### src/rtl/binary_cross_entropy_loss_grad_assert.svh
// Assertion macros for the cross-entropy loss and gradient block.
`ifndef BINARY_CROSS_ENTROPY_LOSS_GRAD_ASSERT_SVH
`define BINARY_CROSS_ENTROPY_LOSS_GRAD_ASSERT_SVH

// Same-cycle implication on clk, off while rst is high.
`define BCEL_ASSERT_NOW(label, ante, cons, msg) \
  label: assert property (@(posedge clk) disable iff (rst) (ante) |-> (cons)) \
    else $error(msg);

// Next-cycle implication on clk, off while rst is high.
`define BCEL_ASSERT_NEXT(label, ante, cons, msg) \
  label: assert property (@(posedge clk) disable iff (rst) (ante) |=> (cons)) \
    else $error(msg);

`endif

### src/rtl/bcel_pkg.sv
// Shared constants, types and the log2 table generator for the loss block.
`timescale 1ns / 1ps

package bcel_pkg;

  localparam int FRAC_BITS           = 16;
  localparam int MAX_ELEMENTS        = 1024;
  localparam int LOG_ENTRIES_DEFAULT = 256;

  // Field and datapath widths
  localparam int PROB_W  = 17;              // input probability, Q0.16 incl. 1.0
  localparam int P_W     = FRAC_BITS;       // clamped prediction, 1..65535
  localparam int N_W     = 11;              // element count / index
  localparam int SUM_W   = 32;              // running loss sum
  localparam int MAG_W   = 21;              // -log2 magnitude, Q5.16
  localparam int NL_W    = 20;              // -ln value, Q4.16
  localparam int ACC_W   = 36;              // y*(-ln) partial sums
  localparam int TERM_W  = 20;              // element loss
  localparam int DEN_W   = 41;              // p*(1-p)*n
  localparam int QUO_W   = 33;              // divider quotient bits
  localparam int GRAD_W  = 33;
  localparam int MEAN_W  = 20;
  localparam int MUL_A_W = 31;
  localparam int MUL_B_W = 17;
  localparam int MUL_P_W = MUL_A_W + MUL_B_W;

  localparam int IN_TDATA_W  = 40;
  localparam int OUT_TDATA_W = 56;

  localparam int LN2_Q16    = 45426;
  localparam int ROUND_HALF = 1 << (FRAC_BITS - 1);

  localparam logic [PROB_W-1:0] PROB_ONE     = PROB_W'(1 << FRAC_BITS);
  localparam logic [GRAD_W-1:0] GRAD_POS_SAT = {1'b0, {(GRAD_W-1){1'b1}}};
  localparam logic [GRAD_W-1:0] GRAD_NEG_SAT = {1'b1, {(GRAD_W-1){1'b0}}};
  localparam logic [QUO_W-1:0]  QUO_NEG_LIM  = {1'b1, {(QUO_W-1){1'b0}}};

  typedef enum logic [3:0] {
    ST_IDLE,
    ST_DEN_A,
    ST_DEN_B,
    ST_LN_P,
    ST_LN_P_RND,
    ST_TERM_P,
    ST_LN_Q,
    ST_LN_Q_RND,
    ST_TERM_Q,
    ST_ACC,
    ST_GRAD,
    ST_GRAD_WAIT,
    ST_MEAN,
    ST_MEAN_WAIT,
    ST_OUT
  } state_t;

  // log2(1 + i/2^ent_bits) in Q.FRAC_BITS by repeated squaring of a Q1.30 mantissa
  function automatic logic [FRAC_BITS-1:0] log_rom_entry(int unsigned i,
                                                         int unsigned ent_bits);
    logic [63:0]          x;
    logic [FRAC_BITS-1:0] r;
    x = ((64'd1 << ent_bits) + 64'(i)) << (30 - ent_bits);
    r = '0;
    for (int b = 1; b <= FRAC_BITS; b++) begin
      x = (x * x) >> 30;
      if (x >= (64'd2 << 30)) begin
        x = x >> 1;
        r[FRAC_BITS-b] = 1'b1;
      end
    end
    return r;
  endfunction

endpackage

### src/rtl/binary_cross_entropy_loss_grad.sv
// Top level: binary cross-entropy loss and gradient over a stream of elements.
`timescale 1ns / 1ps
`include "binary_cross_entropy_loss_grad_assert.svh"

// Usage
//   Input stream: one request per element, a predicted probability and a target
//   probability, both Q0.16 with 65536 meaning 1.0. Output stream: one request per
//   element with the gradient (y_hat - y) / (y_hat (1 - y_hat)) / N as signed Q16.16,
//   saturated; tlast marks the N-th element, which also carries the mean loss
//   (Q4.16) of the vector. cfg_we/cfg_wdata write N; write it only while idle.
// Timing
//   One element at a time. The closing element of a vector also runs a divide for
//   the mean. An element whose gradient saturates skips the gradient divide. The
//   divider is a 33-step restoring divider; the registered multiplier and log unit
//   work in the states ahead of it.
// Reset
//   rst clears the running sum and the element index and sets N to 1.
// Stalls
//   A finished result sits in the output register; the next element is accepted and
//   worked on meanwhile, and the block holds in its final state until that register
//   frees up.

module binary_cross_entropy_loss_grad #(
  parameter int LOG_TABLE_ENTRIES = bcel_pkg::LOG_ENTRIES_DEFAULT
) (
  input  logic                              clk,
  input  logic                              rst,
  input  logic                              cfg_we,
  input  logic [bcel_pkg::N_W-1:0]          cfg_wdata,     // element_count
  input  logic                              s_axis_tvalid,
  output logic                              s_axis_tready,
  // [16:0] predicted_prob, [33:17] target_prob, [39:34] zero
  input  logic [bcel_pkg::IN_TDATA_W-1:0]   s_axis_tdata,
  output logic                              m_axis_tvalid,
  input  logic                              m_axis_tready,
  // [32:0] gradient, [52:33] mean_loss, [55:53] zero
  output logic [bcel_pkg::OUT_TDATA_W-1:0]  m_axis_tdata,
  output logic                              m_axis_tlast   // loss_valid
);

  import bcel_pkg::*;

  localparam int PAD_W = OUT_TDATA_W - GRAD_W - MEAN_W;

  state_t state;
  state_t state_next;

  // configuration and running state
  logic [N_W-1:0]   element_count;
  logic [SUM_W-1:0] loss_sum;
  logic [N_W-1:0]   element_index;

  // per-element operands, captured at accept
  logic [P_W-1:0]    p;
  logic [P_W-1:0]    pm;
  logic [PROB_W-1:0] y;
  logic [PROB_W-1:0] ym;
  logic              neg;
  logic [P_W-1:0]    gmag;
  logic [N_W-1:0]    n;
  logic              last;

  // intermediates
  logic [DEN_W-1:0]  den;
  logic [NL_W-1:0]   nl;
  logic [ACC_W-1:0]  acc;
  logic [GRAD_W-1:0] grad;
  logic [MEAN_W-1:0] mean;

  // accept-side clamping
  logic              s_accept;
  logic [PROB_W-1:0] p_in;
  logic [PROB_W-1:0] y_in;
  logic [P_W-1:0]    p_cl;
  logic [PROB_W-1:0] y_cl;
  logic [PROB_W-1:0] pm_full;
  logic [N_W-1:0]    n_cl;

  // shared units
  logic [MUL_A_W-1:0] mul_a;
  logic [MUL_B_W-1:0] mul_b;
  logic [MUL_P_W-1:0] prod;
  logic               log_sel_q;
  logic [P_W-1:0]     log_x;
  logic [MAG_W-1:0]   log_mag;
  logic               div_start;
  logic               div_sel_mean;
  logic [DEN_W-1:0]   div_rem_init;
  logic [QUO_W-1:0]   div_num;
  logic [DEN_W-1:0]   div_den;
  logic               div_done;
  logic [QUO_W-1:0]   div_quot;

  // datapath helpers
  logic [ACC_W:0]     rnd;
  logic [ACC_W:0]     tsum;
  logic [SUM_W:0]     sum_ext;
  logic [SUM_W-1:0]   sum_sat;
  logic               grad_ovf;
  logic [GRAD_W-1:0]  grad_q;
  logic [MEAN_W-1:0]  mean_q;
  logic               out_load;

  assign s_axis_tready = (state == ST_IDLE);
  assign s_accept      = s_axis_tvalid && s_axis_tready;

  assign p_in = s_axis_tdata[PROB_W-1:0];
  assign y_in = s_axis_tdata[2*PROB_W-1:PROB_W];

  // clamp prediction to 1..65535, target to at most 1.0, N to 1..MAX_ELEMENTS
  always_comb begin
    if (p_in == '0) begin
      p_cl = P_W'(1);
    end else if (p_in[PROB_W-1]) begin
      p_cl = '1;
    end else begin
      p_cl = p_in[P_W-1:0];
    end
    y_cl    = (y_in > PROB_ONE) ? PROB_ONE : y_in;
    pm_full = PROB_ONE - {1'b0, p_cl};
    if (element_count == '0) begin
      n_cl = N_W'(1);
    end else if (element_count > N_W'(MAX_ELEMENTS)) begin
      n_cl = N_W'(MAX_ELEMENTS);
    end else begin
      n_cl = element_count;
    end
  end

  bcel_mul #(
    .A_W (MUL_A_W),
    .B_W (MUL_B_W)
  ) u_mul (
    .clk (clk),
    .a   (mul_a),
    .b   (mul_b),
    .p   (prod)
  );

  assign log_x = log_sel_q ? pm : p;

  bcel_log #(
    .LOG_TABLE_ENTRIES (LOG_TABLE_ENTRIES)
  ) u_log (
    .clk (clk),
    .x   (log_x),
    .mag (log_mag)
  );

  // gradient divide: (gmag << 32) / den, split as a remainder seed and 33 low bits;
  // mean divide: loss_sum / n
  assign div_rem_init = div_sel_mean ? '0 : DEN_W'(gmag[P_W-1:1]);
  assign div_num      = div_sel_mean ? QUO_W'(loss_sum) : {gmag[0], (QUO_W-1)'(0)};
  assign div_den      = div_sel_mean ? DEN_W'(n) : den;

  bcel_div #(
    .REM_W (DEN_W),
    .Q_W   (QUO_W)
  ) u_div (
    .clk      (clk),
    .rst      (rst),
    .start    (div_start),
    .rem_init (div_rem_init),
    .num      (div_num),
    .den      (div_den),
    .done     (div_done),
    .quot     (div_quot)
  );

  always_comb begin
    rnd     = {1'b0, prod[ACC_W-1:0]} + (ACC_W+1)'(ROUND_HALF);
    tsum    = {1'b0, acc} + {1'b0, prod[ACC_W-1:0]};
    sum_ext = {1'b0, loss_sum} + (SUM_W+1)'(tsum[FRAC_BITS +: TERM_W]);
    sum_sat = sum_ext[SUM_W] ? '1 : sum_ext[SUM_W-1:0];
    // quotient would reach 2^33: skip the divide and saturate
    grad_ovf = (DEN_W+1)'(gmag) >= {den, 1'b0};
    if (neg) begin
      grad_q = (div_quot > QUO_NEG_LIM) ? GRAD_NEG_SAT : (GRAD_W'(0) - div_quot);
    end else begin
      grad_q = div_quot[QUO_W-1] ? GRAD_POS_SAT : div_quot;
    end
    mean_q = (|div_quot[QUO_W-1:MEAN_W]) ? '1 : div_quot[MEAN_W-1:0];
  end

  // sequencer
  always_ff @(posedge clk) begin
    if (rst) begin
      state <= ST_IDLE;
    end else begin
      state <= state_next;
    end
  end

  always_comb begin
    state_next   = state;
    mul_a        = '0;
    mul_b        = '0;
    log_sel_q    = 1'b0;
    div_start    = 1'b0;
    div_sel_mean = 1'b0;
    out_load     = 1'b0;
    unique case (state)
      ST_IDLE: begin
        if (s_axis_tvalid) begin
          state_next = ST_DEN_A;
        end
      end
      ST_DEN_A: begin
        mul_a      = MUL_A_W'(p);
        mul_b      = MUL_B_W'(pm);
        state_next = ST_DEN_B;
      end
      ST_DEN_B: begin
        mul_a      = prod[MUL_A_W-1:0];
        mul_b      = MUL_B_W'(n);
        state_next = ST_LN_P;
      end
      ST_LN_P: begin
        mul_a      = MUL_A_W'(log_mag);
        mul_b      = MUL_B_W'(LN2_Q16);
        state_next = ST_LN_P_RND;
      end
      ST_LN_P_RND: begin
        log_sel_q  = 1'b1;
        state_next = ST_TERM_P;
      end
      ST_TERM_P: begin
        log_sel_q  = 1'b1;
        mul_a      = MUL_A_W'(nl);
        mul_b      = y;
        state_next = ST_LN_Q;
      end
      ST_LN_Q: begin
        mul_a      = MUL_A_W'(log_mag);
        mul_b      = MUL_B_W'(LN2_Q16);
        state_next = ST_LN_Q_RND;
      end
      ST_LN_Q_RND: begin
        state_next = ST_TERM_Q;
      end
      ST_TERM_Q: begin
        mul_a      = MUL_A_W'(nl);
        mul_b      = ym;
        state_next = ST_ACC;
      end
      ST_ACC: begin
        state_next = ST_GRAD;
      end
      ST_GRAD: begin
        if (grad_ovf) begin
          state_next = last ? ST_MEAN : ST_OUT;
        end else begin
          div_start  = 1'b1;
          state_next = ST_GRAD_WAIT;
        end
      end
      ST_GRAD_WAIT: begin
        if (div_done) begin
          state_next = last ? ST_MEAN : ST_OUT;
        end
      end
      ST_MEAN: begin
        div_start    = 1'b1;
        div_sel_mean = 1'b1;
        state_next   = ST_MEAN_WAIT;
      end
      ST_MEAN_WAIT: begin
        if (div_done) begin
          state_next = ST_OUT;
        end
      end
      ST_OUT: begin
        // hold until the output register is free
        if (!m_axis_tvalid || m_axis_tready) begin
          out_load   = 1'b1;
          state_next = ST_IDLE;
        end
      end
      default: begin
        state_next = ST_IDLE;
      end
    endcase
  end

  // payload registers
  always_ff @(posedge clk) begin
    if (s_accept) begin
      p    <= p_cl;
      pm   <= pm_full[P_W-1:0];
      y    <= y_cl;
      ym   <= PROB_ONE - y_cl;
      neg  <= y_cl > {1'b0, p_cl};
      gmag <= (y_cl > {1'b0, p_cl}) ? P_W'(y_cl - {1'b0, p_cl})
                                    : P_W'({1'b0, p_cl} - y_cl);
      n    <= n_cl;
      last <= ({1'b0, element_index} + 1'b1) >= {1'b0, n_cl};
    end
    case (state) inside
      ST_LN_P: begin
        den <= prod[DEN_W-1:0];
      end
      ST_LN_P_RND, ST_LN_Q_RND: begin
        nl <= rnd[FRAC_BITS +: NL_W];
      end
      ST_LN_Q: begin
        acc <= prod[ACC_W-1:0];
      end
      ST_GRAD: begin
        if (grad_ovf) begin
          grad <= neg ? GRAD_NEG_SAT : GRAD_POS_SAT;
        end
      end
      ST_GRAD_WAIT: begin
        if (div_done) begin
          grad <= grad_q;
        end
      end
      ST_MEAN_WAIT: begin
        if (div_done) begin
          mean <= mean_q;
        end
      end
      default: begin
      end
    endcase
    if (out_load) begin
      m_axis_tdata <= {PAD_W'(0), (last ? mean : MEAN_W'(0)), grad};
      m_axis_tlast <= last;
    end
  end

  // control registers
  always_ff @(posedge clk) begin
    if (rst) begin
      element_count <= N_W'(1);
      loss_sum      <= '0;
      element_index <= '0;
      m_axis_tvalid <= 1'b0;
    end else begin
      if (cfg_we) begin
        element_count <= cfg_wdata;
      end
      if (state == ST_ACC) begin
        loss_sum <= sum_sat;
      end
      if (out_load) begin
        // close the vector: drop the sum and restart the count
        if (last) begin
          loss_sum      <= '0;
          element_index <= '0;
        end else begin
          element_index <= element_index + 1'b1;
        end
      end
      if (out_load) begin
        m_axis_tvalid <= 1'b1;
      end else if (m_axis_tready) begin
        m_axis_tvalid <= 1'b0;
      end
    end
  end

  `BCEL_ASSERT_NOW(a_div_done_in_wait, div_done, state == ST_GRAD_WAIT || state == ST_MEAN_WAIT, "divider finished outside a wait state")
  `BCEL_ASSERT_NEXT(a_busy_after_accept, s_accept, !s_axis_tready && state == ST_DEN_A, "block still ready after taking a request")
  `BCEL_ASSERT_NOW(a_index_clear_on_close, m_axis_tvalid && m_axis_tlast, element_index == '0, "element index not cleared after closing a vector")

endmodule

### src/rtl/bcel_mul.sv
// Registered shared multiplier.
`timescale 1ns / 1ps

module bcel_mul #(
  parameter int A_W = bcel_pkg::MUL_A_W,
  parameter int B_W = bcel_pkg::MUL_B_W
) (
  input  logic                 clk,
  input  logic [A_W-1:0]       a,
  input  logic [B_W-1:0]       b,
  output logic [A_W+B_W-1:0]   p
);

  localparam int PROD_W = A_W + B_W;

  always_ff @(posedge clk) begin
    p <= PROD_W'(a) * PROD_W'(b);
  end

endmodule

### src/rtl/bcel_log.sv
// Registered -log2 magnitude: leading-one search plus fraction table.
`timescale 1ns / 1ps

module bcel_log #(
  parameter int LOG_TABLE_ENTRIES = bcel_pkg::LOG_ENTRIES_DEFAULT
) (
  input  logic                      clk,
  input  logic [bcel_pkg::P_W-1:0]  x,
  output logic [bcel_pkg::MAG_W-1:0] mag
);

  import bcel_pkg::*;

  localparam int ENT_BITS = $clog2(LOG_TABLE_ENTRIES);
  localparam int K_W      = $clog2(P_W);

  logic [FRAC_BITS-1:0] rom [LOG_TABLE_ENTRIES];
  logic [K_W-1:0]       lead;
  logic [K_W:0]         whole;
  logic [P_W-1:0]       norm;
  logic [ENT_BITS-1:0]  idx;

  for (genvar gi = 0; gi < LOG_TABLE_ENTRIES; gi++) begin : g_rom
    localparam logic [FRAC_BITS-1:0] ENTRY = log_rom_entry(gi, ENT_BITS);
    assign rom[gi] = ENTRY;
  end

  always_comb begin
    lead = '0;
    for (int i = 0; i < P_W; i++) begin
      if (x[i]) begin
        lead = K_W'(i);
      end
    end
    // normalize so the leading one sits at the top bit; table index is the next bits
    norm  = x << (K_W'(P_W - 1) - lead);
    idx   = norm[P_W-2 -: ENT_BITS];
    whole = (K_W+1)'(P_W) - {1'b0, lead};
  end

  always_ff @(posedge clk) begin
    mag <= {whole, FRAC_BITS'(0)} - MAG_W'(rom[idx]);
  end

endmodule

### src/rtl/bcel_div.sv
// Restoring divider, one quotient bit per cycle.
`timescale 1ns / 1ps

module bcel_div #(
  parameter int REM_W = bcel_pkg::DEN_W,
  parameter int Q_W   = bcel_pkg::QUO_W
) (
  input  logic             clk,
  input  logic             rst,
  input  logic             start,
  input  logic [REM_W-1:0] rem_init,
  input  logic [Q_W-1:0]   num,
  input  logic [REM_W-1:0] den,
  output logic             done,
  output logic [Q_W-1:0]   quot
);

  localparam int CNT_W = $clog2(Q_W + 1);

  logic [CNT_W-1:0] cnt;
  logic [REM_W-1:0] rem;
  logic [REM_W-1:0] den_q;
  logic [Q_W-1:0]   shreg;
  logic [REM_W:0]   trial;

  // rem < den always holds, so the borrow shows in the top bit
  assign trial = {rem, shreg[Q_W-1]} - {1'b0, den_q};
  assign quot  = shreg;

  always_ff @(posedge clk) begin
    if (rst) begin
      cnt  <= '0;
      done <= 1'b0;
    end else begin
      done <= 1'b0;
      if (start) begin
        cnt <= CNT_W'(Q_W);
      end else if (cnt != '0) begin
        cnt <= cnt - 1'b1;
        if (cnt == CNT_W'(1)) begin
          done <= 1'b1;
        end
      end
    end
  end

  always_ff @(posedge clk) begin
    if (start) begin
      rem   <= rem_init;
      den_q <= den;
      shreg <= num;
    end else if (cnt != '0) begin
      if (!trial[REM_W]) begin
        rem   <= trial[REM_W-1:0];
        shreg <= {shreg[Q_W-2:0], 1'b1};
      end else begin
        rem   <= {rem[REM_W-2:0], shreg[Q_W-1]};
        shreg <= {shreg[Q_W-2:0], 1'b0};
      end
    end
  end

endmodule
### config.mk
export PLATFORM = sky130hd
export DESIGN_NAME = binary_cross_entropy_loss_grad
export DESIGN_NICKNAME = d
export VERILOG_FILES = /design/src/rtl/bcel_pkg.sv /design/src/rtl/binary_cross_entropy_loss_grad.sv /design/src/rtl/bcel_mul.sv /design/src/rtl/bcel_log.sv /design/src/rtl/bcel_div.sv
export VERILOG_INCLUDE_DIRS = /design/src /design/src/rtl
export SDC_FILE = /design/constraint.sdc
export NUM_CORES = 2
export LEC_CHECK = 0
export ABC_CLOCK_PERIOD_IN_PS = 10200
export BUFFER_PORTS_ARGS = -buffer_cell sky130_fd_sc_hd__buf_2
export CORE_MARGIN = 2
export CORE_UTILIZATION = 40
export CTS_CLUSTER_SIZE = 40
export DETAILED_ROUTE_END_ITERATION = 8
export SETUP_SLACK_MARGIN = 0.4
export SLEW_MARGIN = 40
export SYNTH_ARGS = -nofsm -noshare
export SYNTH_HDL_FRONTEND = slang
export SYNTH_SLANG_ARGS = --single-unit
### constraint.sdc
create_clock -name clk -period 10.2 [get_ports clk]
set_input_delay 1.02 -clock clk [delete_from_list [all_inputs] [get_ports clk]]
set_output_delay 1.02 -clock clk [all_outputs]
set_load 0.05 [all_outputs]
==> key figures <==
Timing
  • Max Transition Viols Final: 0
  • Final min period: 9380 ps
  • Worst-margin pin slew: 958 ps
  • Slew headroom: 35.5%
  • Fin worst setup slack: between 800 and 900 ps
  • Fin. Hold Viols: 0
  • Clock skew: 41.3 ps
  • Final setup viols: 0
  • RSZ-0062 raised after global routing: no
  • Worst hold margin: 417 ps
  • Fin crit share: 92.0%
  • Setup TNS: 0 ps
  • Fmax: 107 MHz

Flow run
  • Max-cap viol count: 0

CTS
  • Cts hold-fix bufs: 0
  • CTS max path bufs: 3
  • H-tree levels: 2
  • CTS Buf Count: 55
  • Sink Count: 540
  • Root buf cell: clkbuf_16
  • Clock latency on the worst-skew pair: around 640 ps
  • Reg clk slew, reported paths: 60 ps
  • CTS tree: built

Global routing
  • Vias in the first global route: 40046
  • GRT overflow: 0
  • Largest net degree at the start of global routing: 81
  • Initial antenna violation count: 5
  • First-pass GRT wire length: 236000 um
  • GRT Total Usage: 24.0%

Setup path
  • CP startpoint: state[2]$_SDFFE_PP0P_
  • Startpoint Class: flip-flop
  • Cell with the most instances on the worst path: fa_1
  • CP max FO: 21
  • RR Startpoint: state[2]$_SDFFE_PP0P_
  • Critical Path Max Stage Delay: 580 ps
  • Slowest cell on the critical path: fa_1
  • Crit Path Class: reg -> reg
  • Req. time, crit path: ~11000 ps
  • Worst Path Arrival: 9910 ps
  • Critical path endpoint category: flip-flop

Route
  • Iter 0 DRT Violations: roughly 3900
  • Post-DR vias/cell: 5.68
  • DR vias: between 40000 and 50000
  • Routed len/inst: ~22 um
  • Drt total wl: 152000 um
  • Antenna viol nets, final: 0
  • Remaining DRCs: 0
  • Drt pass-1 iters: 8

Place
  • Post-DP HPWL: 117000 um
  • DP Area: between 50000 and 60000 sq um
  • Post-Place Worst Slack: approximately 620 ps
  • Final GP Congestion: 0.993
  • # port buffers: 105
  • Placed Cells incl. Taps: 6953

Layout
  • Fraction of layout cells with a size suffix above 1: 8.91%
  • Final core utilization: 43.9%
  • Post-route insts no fill: 7062
  • Final-layout fill cell count: 11789
  • Post-route cell area: 53500 sq um
  • Area Overhead vs Synth: 8.91%
  • Final nets: 6137

Synthesis
  • Yosys cell types: approximately 120
  • Post-Synth XOR/XNOR Area: 3.55%
  • Cell count after synthesis: around 5400
  • Synth Warn #: 0
  • Largest family of logic cells by synthesized area: adder cells
  • Register area share after synthesis: 30.4%
  • Synth area leader: edfxtp_1
  • Top-count cell post-synth: nand2_1
  • Post-synth EDFFs: 412
  • Adder-Cell Fraction of Synth Area: 24.0%
  • Avg Cell Area, Syn: a little over 9 sq um
  • Synth top area share: 25.2%
  • Ys async rst share: 0%
  • Dominant synthesized flop cell: edfxtp_1
  • Ranking of synthesized cells by area: edfxtp_1, fa_1, ha_1, nand2_1, inv_1
  • #FFs+latches synth: 540
  • Post-synthesis simple-gate area fraction: about 17%
  • Complex-gate fraction of the synthesized area: roughly 15%
  • Syn Std Cell Area: 49100 sq um
  • Synth cell count leaders: nand2_1, inv_1, fa_1
  • Mux cell area share after synthesis: 1.86%

Die
  • Initial core utilization: 40.3%
  • DIE AREA: about 130000 sq um
  • I/O pin cnt: around 120
  • Core region area: 122000 sq um
  • Die span in x: between 300 and 400 um
  • # rows: 128
  • Die H: 354 um

Pwr
  • Int Power: 5.79 mW
  • Overall Power: 9.99 mW
  • Pwr dens: 187 nW/um^2
  • Worst vdd ir: between 0.00015 and 0.0002 V
  • Clock power frac: 20.8%
  • Seq pwr share: 33.0%
  • Pleak: roughly 23 nW
  • Switch share: 42.0%
  • Switching power: around 4.2 mW
  • Comb power frac: around 46%

Run status
  • Status: complete, no violations

Min path
  • Hold Path Origin: grad[30]$_DFFE_PP_
  • Class of the tightest hold or removal check: reg -> reg
-- per-layer routing --
metal / vias to the layer above / global-route usage [%] / part of all wire [%]
met2: 1794 / 39.2 / 46
met1: 19553 / 31.4 / 41
met4: 6 / 11.0 / 5.1
met3: 379 / 3.79 / 7.8
li1: 18399 / - / -
met5: - / 0 / 0.027
-- cell families after synthesis --
kind of cell	Yosys count
simple gates	1759
compound gates	1092
buf+inv	990
fa+ha+maj	692
flops	540
xor+xnor	199
mux	85
other cells	2
-- cell type report --
type	instances	area, sq um	share of cell area, %
repair buffers	214	1400	2.62
well taps	1625	2030	3.80
inverters	712	2680	5.00
clock inverters	39	375	0.701
clock buffers	64	1470	2.75
diodes	2	5.00	0.00935
multi-input cells	3866	30600	57.2
flip-flops and latches	540	14900	27.9
-- power by group through the flow --
stage / registers, mW / clock network (mW) / logic [mW]
floorplan: 3.16 / 0 / 3.32
global placement: 3.34 / 0 / 4.45
detailed placement: 3.33 / 0 / 4.51
CTS: 3.29 / 2.12 / 4.54
global route: 3.34 / 2.21 / 5.09
finish: 3.30 / 2.07 / 4.62
-- cells in the final DEF, fill, tap and decap left out, drive strengths merged, types with 144 or more instances in the layout --
cell	netlist	routed
buf	91	214
nand2	742	742
inv	710	721
o21ai	241	241
a21oi	213	213
fa	420	420
xnor2	144	144
ha	272	272
nor2	381	381
edfxtp	412	412
-- state kept, by name, indices dropped and copies added, names as in the netlist, 15 cells and up --
signal / flops
u_mul.p: 41
m_axis_tdata: 53
gmag: 16
u_div.den_q: 41
grad: 33
nl: 20
pm: 15
mean: 20
acc: 36
loss_sum: 32
u_log.mag: 21
u_div.rem: 41
ym: 16
u_div.quot: 33
den: 41
y: 17
p: 16
-- critical path: cells and delay by family (launching register included) --
| kind | cells | cell delay, ps |
|---|---|---|
| flip-flops | 1 | 480 |
| buffers and inverters | 5 | 350 |
| AND/OR/NAND/NOR | 7 | 1600 |
| XOR/XNOR | 1 | 120 |
| adder cells (fa/ha/maj) | 7 | 3460 |
| AO/OA/AOI/OAI | 12 | 3250 |
-- path summary, 6_finish.rpt --
kind,endpoint,slack [ps],cells after the start
worst min register to register,m_axis_tdata[30]$_DFFE_PP_,420,0
worst max register to register,u_mul.p[39]$_DFF_P_,820,32
worst min-delay path,m_axis_tdata[30]$_DFFE_PP_,420,0
worst max-delay path,u_mul.p[39]$_DFF_P_,820,32
-- what timing repair did --
item | 4_1_cts | 5_1_grt
setup buffers | 0 | 2
setup endpoints to repair | 0 | 4
endpoints found under the hold margin | 0 | 0
gates resized for setup | 0 | 5
Note: power is estimated with default switching activity, not from simulation.
